File: config.mk
export PLATFORM = sky130hd
export DESIGN_NAME = miller_rabin_witness_test_unit
export DESIGN_NICKNAME = d
export VERILOG_FILES = /design/src/design/mrwt_pkg.sv /design/src/design/miller_rabin_witness_test_unit.sv
export SDC_FILE = /design/constraint.sdc
export NUM_CORES = 2
export LEC_CHECK = 0
export ABC_AREA = 0
export BUFFER_PORTS_ARGS = -buffer_cell sky130_fd_sc_hd__clkbuf_2
export CAP_MARGIN = 30
export CORE_ASPECT_RATIO = 2
export CORE_UTILIZATION = 50
export DETAILED_ROUTE_END_ITERATION = 8
export GPL_TIMING_DRIVEN = 0
export PLACE_DENSITY = 0.68
export SYNTH_ARGS = -nofsm -noshare
export SYNTH_HDL_FRONTEND = slang
export SYNTH_SLANG_ARGS = --single-unit
File: constraint.sdc
create_clock -name aclk -period 24.5 [get_ports aclk]
set_clock_uncertainty 0.1 [all_clocks]
set_input_delay 7.35 -clock aclk [delete_from_list [all_inputs] [get_ports aclk]]
set_output_delay 7.35 -clock aclk [all_outputs]
set_load 0.03 [all_outputs]
File: src/design/mrwt_pkg.sv
// ============================================================================
// Miller-Rabin witness test package
// Widths, state encodings and the modular add shared by the witness test
// unit and its checker.
// ============================================================================
`default_nettype none

package mrwt_pkg;

    localparam int NUM_WIDTH   = 62;
    localparam int IN_W        = 62;
    localparam int CNT_W       = $clog2(NUM_WIDTH + 1);
    localparam int TDATA_IN_W  = ((2 * IN_W + 7) / 8) * 8;
    localparam int TDATA_OUT_W = 8;

    typedef logic [NUM_WIDTH-1:0] num_t;
    typedef logic [CNT_W-1:0]     cnt_t;

    typedef enum logic [7:0] {
        ST_IDLE   = 8'b0000_0001,
        ST_REDUCE = 8'b0000_0010,
        ST_SPLIT  = 8'b0000_0100,
        ST_POW    = 8'b0000_1000,
        ST_MUL    = 8'b0001_0000,
        ST_TEST   = 8'b0010_0000,
        ST_LOOP   = 8'b0100_0000,
        ST_DONE   = 8'b1000_0000
    } state_t;

    typedef enum logic [1:0] {
        MK_POW_ACC = 2'd0,
        MK_POW_SQ  = 2'd1,
        MK_LOOP    = 2'd2
    } mul_kind_t;

    // Sum of two residues below m, folded back below m.
    function automatic num_t add_mod(num_t x, num_t y, num_t m);
        logic [NUM_WIDTH:0] sum;
        begin
            sum = {1'b0, x} + {1'b0, y};
            if (sum >= {1'b0, m}) begin
                sum = sum - {1'b0, m};
            end
            return sum[NUM_WIDTH-1:0];
        end
    endfunction

endpackage

`default_nettype wire

File: src/design/miller_rabin_witness_test_unit.sv
// ============================================================================
// Miller-Rabin witness test unit
// One Miller-Rabin round for one odd candidate and one witness base, built
// around a single shift-and-add modular multiplier under a small sequencer.
// ============================================================================
// Each input word carries a candidate n and a witness base a; each output
// word carries the verdict for that base and a bad-input flag for a candidate
// that is even or below 3. The base is reduced modulo n one bit per cycle,
// n-1 is split into q times 2^r one bit per cycle, then a^q mod n is formed
// by square-and-multiply followed by up to r squarings. Every modular product
// runs on the one shift-and-add multiplier, which works through its second
// operand one bit at a time. The unit takes one word at a time; it accepts
// the next word as soon as a finished result sits in the output register.
`default_nettype none

module miller_rabin_witness_test_unit (
    input  wire logic                             aclk,
    input  wire logic                             aresetn,
    input  wire logic                             s_tvalid,
    output logic                                  s_tready,
    // Fields from bit 0: candidate[61:0], witness_base[123:62], zero fill.
    input  wire logic [mrwt_pkg::TDATA_IN_W-1:0]  s_tdata,
    output logic                                  m_tvalid,
    input  wire logic                             m_tready,
    // Fields from bit 0: probably_prime[0], zero fill.
    output logic [mrwt_pkg::TDATA_OUT_W-1:0]      m_tdata,
    // Fields from bit 0: bad_input[0].
    output logic                                  m_tuser
);
    import mrwt_pkg::*;

    state_t    state_reg, state_next;
    mul_kind_t kind_reg, kind_next;
    num_t      n_reg, n_next;
    num_t      a_reg, a_next;
    num_t      e_reg, e_next;
    num_t      acc_reg, acc_next;
    num_t      sq_reg, sq_next;
    num_t      mul_acc_reg, mul_acc_next;
    num_t      mul_dbl_reg, mul_dbl_next;
    num_t      mul_y_reg, mul_y_next;
    cnt_t      cnt_reg, cnt_next;
    logic      pend_prime_reg, pend_prime_next;
    logic      pend_bad_reg, pend_bad_next;
    logic      out_valid_reg, out_valid_next;
    logic      out_prime_reg, out_prime_next;
    logic      out_bad_reg, out_bad_next;

    num_t               cand_in;
    num_t               base_in;
    logic [NUM_WIDTH:0] rem_wide;
    logic [NUM_WIDTH:0] rem_sub;
    num_t               rem_step;
    num_t               acc_step;
    num_t               dbl_step;
    num_t               n_minus_1;

    assign cand_in   = s_tdata[NUM_WIDTH-1:0];
    assign base_in   = s_tdata[IN_W+NUM_WIDTH-1:IN_W];
    assign rem_wide  = {sq_reg, a_reg[NUM_WIDTH-1]};
    assign rem_sub   = rem_wide - {1'b0, n_reg};
    assign rem_step  = (rem_wide >= {1'b0, n_reg}) ? rem_sub[NUM_WIDTH-1:0]
                                                   : rem_wide[NUM_WIDTH-1:0];
    assign acc_step  = mul_y_reg[0] ? add_mod(mul_acc_reg, mul_dbl_reg, n_reg)
                                    : mul_acc_reg;
    assign dbl_step  = add_mod(mul_dbl_reg, mul_dbl_reg, n_reg);
    assign n_minus_1 = n_reg - NUM_WIDTH'(1);

    assign s_tready = (state_reg == ST_IDLE);
    assign m_tvalid = out_valid_reg;
    assign m_tdata  = {{(TDATA_OUT_W-1){1'b0}}, out_prime_reg};
    assign m_tuser  = out_bad_reg;

    always_comb begin
        state_next      = state_reg;
        kind_next       = kind_reg;
        n_next          = n_reg;
        a_next          = a_reg;
        e_next          = e_reg;
        acc_next        = acc_reg;
        sq_next         = sq_reg;
        mul_acc_next    = mul_acc_reg;
        mul_dbl_next    = mul_dbl_reg;
        mul_y_next      = mul_y_reg;
        cnt_next        = cnt_reg;
        pend_prime_next = pend_prime_reg;
        pend_bad_next   = pend_bad_reg;
        out_valid_next  = out_valid_reg;
        out_prime_next  = out_prime_reg;
        out_bad_next    = out_bad_reg;

        if (out_valid_reg && m_tready) begin
            out_valid_next = 1'b0;
        end

        case (state_reg)
            ST_IDLE: begin
                if (s_tvalid) begin
                    n_next   = cand_in;
                    a_next   = base_in;
                    e_next   = cand_in - NUM_WIDTH'(1);
                    sq_next  = '0;
                    cnt_next = CNT_W'(NUM_WIDTH - 1);
                    if ((cand_in < NUM_WIDTH'(3)) || !cand_in[0]) begin
                        pend_bad_next   = 1'b1;
                        pend_prime_next = 1'b0;
                        state_next      = ST_DONE;
                    end else begin
                        pend_bad_next = 1'b0;
                        state_next    = ST_REDUCE;
                    end
                end
            end
            ST_REDUCE: begin
                sq_next = rem_step;
                a_next  = a_reg << 1;
                if (cnt_reg == '0) begin
                    state_next = ST_SPLIT;
                end else begin
                    cnt_next = cnt_reg - CNT_W'(1);
                end
            end
            ST_SPLIT: begin
                if (e_reg[0]) begin
                    acc_next   = NUM_WIDTH'(1);
                    state_next = ST_POW;
                end else begin
                    e_next   = e_reg >> 1;
                    cnt_next = cnt_reg + CNT_W'(1);
                end
            end
            ST_POW: begin
                if (e_reg == '0) begin
                    state_next = ST_TEST;
                end else begin
                    mul_acc_next = '0;
                    mul_dbl_next = sq_reg;
                    state_next   = ST_MUL;
                    if (e_reg[0]) begin
                        mul_y_next = acc_reg;
                        kind_next  = MK_POW_ACC;
                    end else begin
                        mul_y_next = sq_reg;
                        kind_next  = MK_POW_SQ;
                    end
                end
            end
            ST_MUL: begin
                if (mul_y_reg == '0) begin
                    case (kind_reg)
                        MK_POW_ACC: begin
                            acc_next    = mul_acc_reg;
                            e_next[0]   = 1'b0;
                            state_next  = ST_POW;
                        end
                        MK_POW_SQ: begin
                            sq_next    = mul_acc_reg;
                            e_next     = e_reg >> 1;
                            state_next = ST_POW;
                        end
                        MK_LOOP: begin
                            acc_next = mul_acc_reg;
                            if (mul_acc_reg == NUM_WIDTH'(1)) begin
                                pend_prime_next = 1'b0;
                                state_next      = ST_DONE;
                            end else begin
                                state_next = ST_LOOP;
                            end
                        end
                        default: begin
                            state_next = ST_IDLE;
                        end
                    endcase
                end else begin
                    mul_acc_next = acc_step;
                    mul_dbl_next = dbl_step;
                    mul_y_next   = mul_y_reg >> 1;
                end
            end
            ST_TEST: begin
                if (acc_reg == NUM_WIDTH'(1)) begin
                    pend_prime_next = 1'b1;
                    state_next      = ST_DONE;
                end else begin
                    state_next = ST_LOOP;
                end
            end
            ST_LOOP: begin
                if (cnt_reg == '0) begin
                    pend_prime_next = 1'b0;
                    state_next      = ST_DONE;
                end else if (acc_reg == n_minus_1) begin
                    pend_prime_next = 1'b1;
                    state_next      = ST_DONE;
                end else begin
                    mul_acc_next = '0;
                    mul_dbl_next = acc_reg;
                    mul_y_next   = acc_reg;
                    kind_next    = MK_LOOP;
                    cnt_next     = cnt_reg - CNT_W'(1);
                    state_next   = ST_MUL;
                end
            end
            ST_DONE: begin
                if (!out_valid_reg || m_tready) begin
                    out_valid_next = 1'b1;
                    out_prime_next = pend_prime_reg;
                    out_bad_next   = pend_bad_reg;
                    state_next     = ST_IDLE;
                end
            end
            default: begin
                state_next = ST_IDLE;
            end
        endcase
    end

    always_ff @(posedge aclk) begin
        if (!aresetn) begin
            state_reg     <= ST_IDLE;
            kind_reg      <= MK_POW_ACC;
            out_valid_reg <= 1'b0;
        end else begin
            state_reg     <= state_next;
            kind_reg      <= kind_next;
            out_valid_reg <= out_valid_next;
        end
    end

    always_ff @(posedge aclk) begin
        n_reg          <= n_next;
        a_reg          <= a_next;
        e_reg          <= e_next;
        acc_reg        <= acc_next;
        sq_reg         <= sq_next;
        mul_acc_reg    <= mul_acc_next;
        mul_dbl_reg    <= mul_dbl_next;
        mul_y_reg      <= mul_y_next;
        cnt_reg        <= cnt_next;
        pend_prime_reg <= pend_prime_next;
        pend_bad_reg   <= pend_bad_next;
        out_prime_reg  <= out_prime_next;
        out_bad_reg    <= out_bad_next;
    end

endmodule

`default_nettype wire

# After elaboration in Yosys (flattened, before gate mapping)
# Index checks and enable logic that the tools add are counted.
[totals]
input_bits = 132
wordCells = 166
output_inout_bits = 11
ff_bits = 517
[op_classes]
reduce_logical = 32
eq_ne = 33
n_lt_le_gt_ge = 4
muxes = 71
n_addsub = 9
[op_table]
columns = ["op", "count"]
rows = [
  ["62-bit 2-to-1 mux", 25],
  ["62-bit one-hot mux with 3 select lines", 5],
  ["62-bit one-hot mux with 2 select lines", 2],
  ["63-bit by 62-bit >= comparator with 1-bit output", 3],
  ["62-bit subtractor", 3],
  ["62-bit by 62-bit adder with 63-bit output", 2],
  ["62-bit by 1-bit == test with 1-bit output (second input constant)", 2],
  ["62-bit zero test", 2],
  ["62-bit by 1-bit subtractor with 62-bit output (second input constant)", 2],
  ["8-bit 2-to-1 mux", 10],
  ["8-bit one-hot mux with 8 select lines", 1],
  ["62-bit == test", 1],
  ["62-bit by 2-bit < comparator with 1-bit output (second input constant)", 1],
  ["61-bit 2-to-1 mux", 1],
  ["6-bit 2-to-1 mux", 6],
  ["2-bit != test (second input constant)", 16],
  ["6-bit one-hot mux with 4 select lines", 1],
  ["8-bit one-hot mux with 2 select lines", 1],
  ["4-bit AND reduction", 4],
  ["5-bit AND reduction", 3],
  ["1-bit 2-to-1 mux", 13],
  ["6-bit AND reduction", 2],
  ["3-bit nonzero test", 3],
  ["8-bit by 1-bit == test with 1-bit output (second input constant)", 1],
  ["other kinds (28)", 39],
]

# Depth between registers and ports, before layout
[logic_depth]
word_depth = 6
ltp_mapped = 29
mapped_depth_nobuf = 27

# Worst setup path before layout
# Ideal clock, no wire load.
[synth_timing]
path_kind = "input to register"
from = "input s_tvalid"
to = "register a_reg[0], enable pin"
t_arrival_ns = 11.758
setup_time_ns = 0.568
path_buffers = 0
setup_slack_ns = 12.074
cell_stages = 2
t_required_ns = 23.832
path_cell_list = "inv_1 -> o21ai_0"
[synth_between]
elab_chain_cells = 2
[synth_rtl]
columns = ["item", "line", "source"]
rows = [
  ["start, declared", "miller_rabin_witness_test_unit.sv:19", "input wire logic s_tvalid,"],
  ["2-bit != test (no line)", "n/a", ""],
  ["2-bit AND reduction (no line)", "n/a", ""],
  ["end signal, assigned", "miller_rabin_witness_test_unit.sv:232", "a_reg <= a_next;"],
  ["end, declared", "miller_rabin_witness_test_unit.sv:35", "num_t a_reg, a_next;"],
]
# No other way between the ends.
# A chain may end at the register's enable or synchronous reset.

# Final worst setup path
[layout_timing]
from = "input s_tdata[11] in the netlist's numbering"
to = "register e_reg[53], data pin"
[layout_between]
elab_chain_cells = 3
[layout_rtl]
columns = ["item", "line", "source"]
rows = [
  ["start, declared", "miller_rabin_witness_test_unit.sv:22", "input wire logic [mrwt_pkg::TDATA_IN_W-1:0] s_tdata,"],
  ["62-bit by 1-bit subtractor with 62-bit output", "miller_rabin_witness_test_unit.sv:101", "e_next = cand_in - NUM_WIDTH'(1);"],
  ["62-bit 2-to-1 mux", "miller_rabin_witness_test_unit.sv:98", "if (s_tvalid) begin"],
  ["62-bit one-hot mux with 3 select lines", "miller_rabin_witness_test_unit.sv:96", "case (state_reg)"],
  ["named net e_next[53]", "miller_rabin_witness_test_unit.sv:36", "num_t e_reg, e_next;"],
  ["end signal, assigned", "miller_rabin_witness_test_unit.sv:233", "e_reg <= e_next;"],
  ["end, declared", "miller_rabin_witness_test_unit.sv:36", ""],
]
# The timed path passes the listed nets, and every way through them passes these cells. The select of a mux whose other input is x is not followed.

==> metrics.log <==
INFO  metric power.share.clock = around 18%
INFO  metric outcome = finished, violations left
INFO  metric timing.max_slew.rel_slack = 4.98%
INFO  metric postSynth.asyncResetShare = 0%
INFO  metric cellInternalPower = 2.52 mW
INFO  metric share_of_layout_cells_above_drive_strength_1 = between 6 and 7%
INFO  metric clock_tree.htree_level_count = 2
INFO  metric routedWlPerCell = between 30 and 40 um
INFO  metric setup.worst_path.start_class = input port
INFO  metric dp_hpwl = 169,000 um
INFO  metric clk-insertion-delay-late = 690 ps
INFO  metric post_synth_mux_area_share = about 2.0%
INFO  metric p_sw = around 2.3 mW
INFO  metric tritoncts = built
INFO  metric worst_case_setup_slack_after_placement = around 13,000 ps
INFO  metric hold_path.startpoint = pend_bad_reg$_DFFE_PP_
INFO  metric power-per-cell-area = between 100 and 150 nW/um2
INFO  metric worst_slack = about 14,000 ps
INFO  metric die_footprint = between 80,000 and 90,000 um2
INFO  metric ios = between 100 and 150
INFO  metric root_buffer = sky130_fd_sc_hd__clkbuf_16
INFO  metric synth_enable_flop_cells = about 510
INFO  metric worst_hold_path_type = register to register
INFO  metric crit_path_max_fanout = 7
INFO  metric combinational_family_with_the_most_area_after_synthesis = compound AO/OA/AOI/OAI gates
INFO  metric p_comb_share = about half
INFO  metric placedInstanceArea = ~43,000 um2
INFO  metric cts_inserted_buffers = between 50 and 60
INFO  metric numClockSinks = between 500 and 600
INFO  metric unrepaired_setup_endpoints_after_global_routing = false
INFO  metric final_cell_area = around 45,000 um2
INFO  metric setup_viol = 0
INFO  metric yosysSeqAreaShare = approximately 38%
INFO  metric floorplan.die.height = a little over 400 um
INFO  metric flow.area_growth_from_synthesis = 11.2%
INFO  metric achievable-frequency = ~93 MHz
INFO  metric worst_ir_drop_vdd = a little over 0.07 mV
INFO  metric grt_start_max_net_pins = 47
INFO  metric cts.hold.buffers_added = 0
INFO  metric buffer_ports.inserted = between 100 and 150
INFO  metric syn-cell-area = 40,600 um2
INFO  metric gp_routability_congestion = between 1 and 1.5
INFO  metric detailedRoute.firstIterationViolations = roughly 5,900
INFO  metric antenna_found_initial = 32
INFO  metric criticalPathCategory = input port to register
INFO  metric critical_path.startpoint = s_tdata[11]
INFO  metric gr_overflow_total = 0
INFO  metric seq_power_share = 30.8%
INFO  metric cell_rows = ~150
INFO  metric antenna_violating_nets_post_route = 0
INFO  metric filler_cell_count = 7,581
INFO  metric drv_cap = 0
INFO  metric cts.path.max_buffers = 3
INFO  metric failed_checks = design-rule violations
INFO  metric route.vias.total = 40,808
INFO  metric drc = 2
INFO  metric core_area = 80,400 um2
INFO  metric synth_top_flop_cell = sky130_fd_sc_hd__edfxtp_1
INFO  metric global_route_wire_length_before_repair = ~300,000 um
INFO  metric required = roughly 25,000 ps
INFO  metric slew_violations = 0
INFO  metric first_global_vias = 39,421
INFO  metric final_common_cell = sky130_fd_sc_hd__nand2_1
INFO  metric post_cts_clock_slew_at_the_launch_and_capture_registers_of_the_worst_setup_and_hold_paths = 70 ps
INFO  metric route.final.wire_length = approximately 210,000 um
INFO  metric ys_types = just under 90
INFO  metric cts_setup_buffers = 0
INFO  metric synthAdderAreaFrac = under 10%
INFO  metric synth.ff_latch_count = 517
INFO  metric worstPathArrival = 11,060 ps
INFO  metric synthXorXnorAreaFrac = ~7.9%
INFO  metric power.leakage = approximately 18 nW
INFO  metric post_cts_resized = 0
INFO  metric drt-vias-per-instance = about 7
INFO  metric fraction_of_the_mapped_netlist_area_in_compound_gates = between 20% and 30%
INFO  metric synth_warnings = 0
INFO  metric syn-instance-count = around 4,500
INFO  metric hold_viol = 0
INFO  metric setup-tns-final = 0 ps
INFO  metric detailedRoute.firstPassIterationCount = 9
INFO  metric switching_fraction = approximately 48%
INFO  metric global_route.usage.total = between 50% and 60%
INFO  metric worstReg2RegStart = mul_acc_reg[16]$_SDFFCE_PN0P_
INFO  metric worst_setup_path_end_kind = register
INFO  metric commonest_cells_after_routing_fill_and_taps_aside = 529 x sky130_fd_sc_hd__nand2_1, 506 x sky130_fd_sc_hd__edfxtp_1, 360 x sky130_fd_sc_hd__nor2_1
INFO  metric period_minus_slack = about 11,000 ps
INFO  metric design.final.nets = around 5,200
INFO  metric start_util = about half
INFO  metric die_width = approximately 200 um
INFO  metric fin_crit_sh = between 40% and 50%
INFO  metric post_synth.cell_area_avg = roughly 9.0 um2
INFO  metric worst-slew-pin-transition = between 1000 and 1500 ps
INFO  metric simple_logic_cell_fraction_of_the_synthesized_area = a little under a fifth
per-stage QoR:
step	instances	power [mW]	util, %	hold WS [ps]
after floorplan	4531	2.90	-	300
after global placement	5704	3.80	53.0	319
after detailed placement	5742	3.82	53.8	307
after CTS	5837	4.67	55.9	339
after global routing	5851	4.97	56.1	365
final	5868	4.85	56.2	336
metal layers:
| layer | track usage (%) | share of wire (%) |
|---|---|---|
| met2 | 82.6 | 45 |
| met5 | 0.908 | 0.15 |
| met1 | 47.4 | 29 |
| met3 | 19.8 | 10 |
| met4 | 61.1 | 15 |
cell usage after synthesis (11+ instances only):
cell	count	area, um2
sky130_fd_sc_hd__a211oi_1	40	300
sky130_fd_sc_hd__a21boi_0	16	120
sky130_fd_sc_hd__a21o_1	150	1130
sky130_fd_sc_hd__a21oi_1	323	1620
sky130_fd_sc_hd__a221oi_1	11	96.3
sky130_fd_sc_hd__a222oi_1	64	641
sky130_fd_sc_hd__a22oi_1	62	465
sky130_fd_sc_hd__a311o_1	31	310
sky130_fd_sc_hd__a31oi_1	39	244
sky130_fd_sc_hd__and2_1	80	500
sky130_fd_sc_hd__and3_1	37	231
sky130_fd_sc_hd__buf_2	11	55.1
sky130_fd_sc_hd__clkbuf_1	191	717
sky130_fd_sc_hd__dfxtp_1	11	220
sky130_fd_sc_hd__edfxtp_1	506	15200
sky130_fd_sc_hd__ha_1	255	3190
sky130_fd_sc_hd__inv_1	213	800
sky130_fd_sc_hd__mux2i_1	79	791
sky130_fd_sc_hd__nand2_1	529	1990
sky130_fd_sc_hd__nand2b_1	38	238
sky130_fd_sc_hd__nand3_1	90	450
sky130_fd_sc_hd__nand4_1	91	569
sky130_fd_sc_hd__nor2_1	362	1360
sky130_fd_sc_hd__nor2b_1	41	257
sky130_fd_sc_hd__nor3_1	72	360
sky130_fd_sc_hd__nor3b_1	15	113
sky130_fd_sc_hd__nor4_1	109	682
sky130_fd_sc_hd__o211ai_1	20	150
sky130_fd_sc_hd__o21a_1	30	225
sky130_fd_sc_hd__o21ai_0	275	1380
sky130_fd_sc_hd__o21bai_1	70	526
sky130_fd_sc_hd__o221ai_1	12	105
sky130_fd_sc_hd__o31ai_1	12	90.1
sky130_fd_sc_hd__o41ai_1	12	105
sky130_fd_sc_hd__or2_2	13	81.3
sky130_fd_sc_hd__or3_1	27	169
sky130_fd_sc_hd__or4_1	19	143
sky130_fd_sc_hd__xnor2_1	228	2000
sky130_fd_sc_hd__xor2_1	138	1210
power by group through the flow:
stage	clock network [mW]	registers [mW]	logic, mW
after floorplan	0	1.39	1.51
after CTS	0.859	1.47	2.34
after global placement	0	1.53	2.27
final	0.873	1.49	2.49
after detailed placement	0	1.49	2.33
after global routing	0.888	1.49	2.60
final cells by class:
| type | instances | area (um2) | area share, % |
|---|---|---|---|
| clock buffer | 63 | 1350 | 2.99 |
| multi-input combinational | 3579 | 23600 | 52.3 |
| timing repair buffer | 177 | 1340 | 2.96 |
| clock inverter | 32 | 375 | 0.831 |
| inverter | 213 | 800 | 1.77 |
| tap | 1043 | 1310 | 2.89 |
| sequential | 517 | 15400 | 34.1 |
| buffer | 222 | 892 | 1.98 |
| antenna | 22 | 55.1 | 0.122 |
critical path, cell delays in order:
cell and delay, ps:
sky130_fd_sc_hd__clkbuf_2 130, sky130_fd_sc_hd__or4_4 550, sky130_fd_sc_hd__or4_4 470, sky130_fd_sc_hd__nor3_4 200, sky130_fd_sc_hd__nand3_2 160, sky130_fd_sc_hd__nor2b_4 260, sky130_fd_sc_hd__nand3_2 170, sky130_fd_sc_hd__or4_4 510
sky130_fd_sc_hd__or3_4 370, sky130_fd_sc_hd__or3_1 330, sky130_fd_sc_hd__buf_6 160, sky130_fd_sc_hd__nor3_2 160, sky130_fd_sc_hd__xnor2_1 150, sky130_fd_sc_hd__o21ai_1 80
final timing paths:
kind	to	slack, ps	depth (start not counted)
worst min register to register	m_tuser$_DFFE_PP_	340	0
worst max register to register	mul_acc_reg[40]$_SDFFCE_PN0P_	16690	25
worst max-delay path	e_reg[53]$_DFFE_PP_	13740	14
worst min-delay path	m_tuser$_DFFE_PP_	340	0
kinds of logic after synthesis:
| logic type | count (synthesis) |
|---|---|
| and+or+nand+nor | 1568 |
| AOI/OAI and AO/OA | 1298 |
| DFF | 517 |
| buffers and inverters | 435 |
| xor gates and xnor gates | 366 |
| adders and majority gates | 260 |
| muxes | 80 |
| other | 1 |
(Power assumes the default switching activity.)
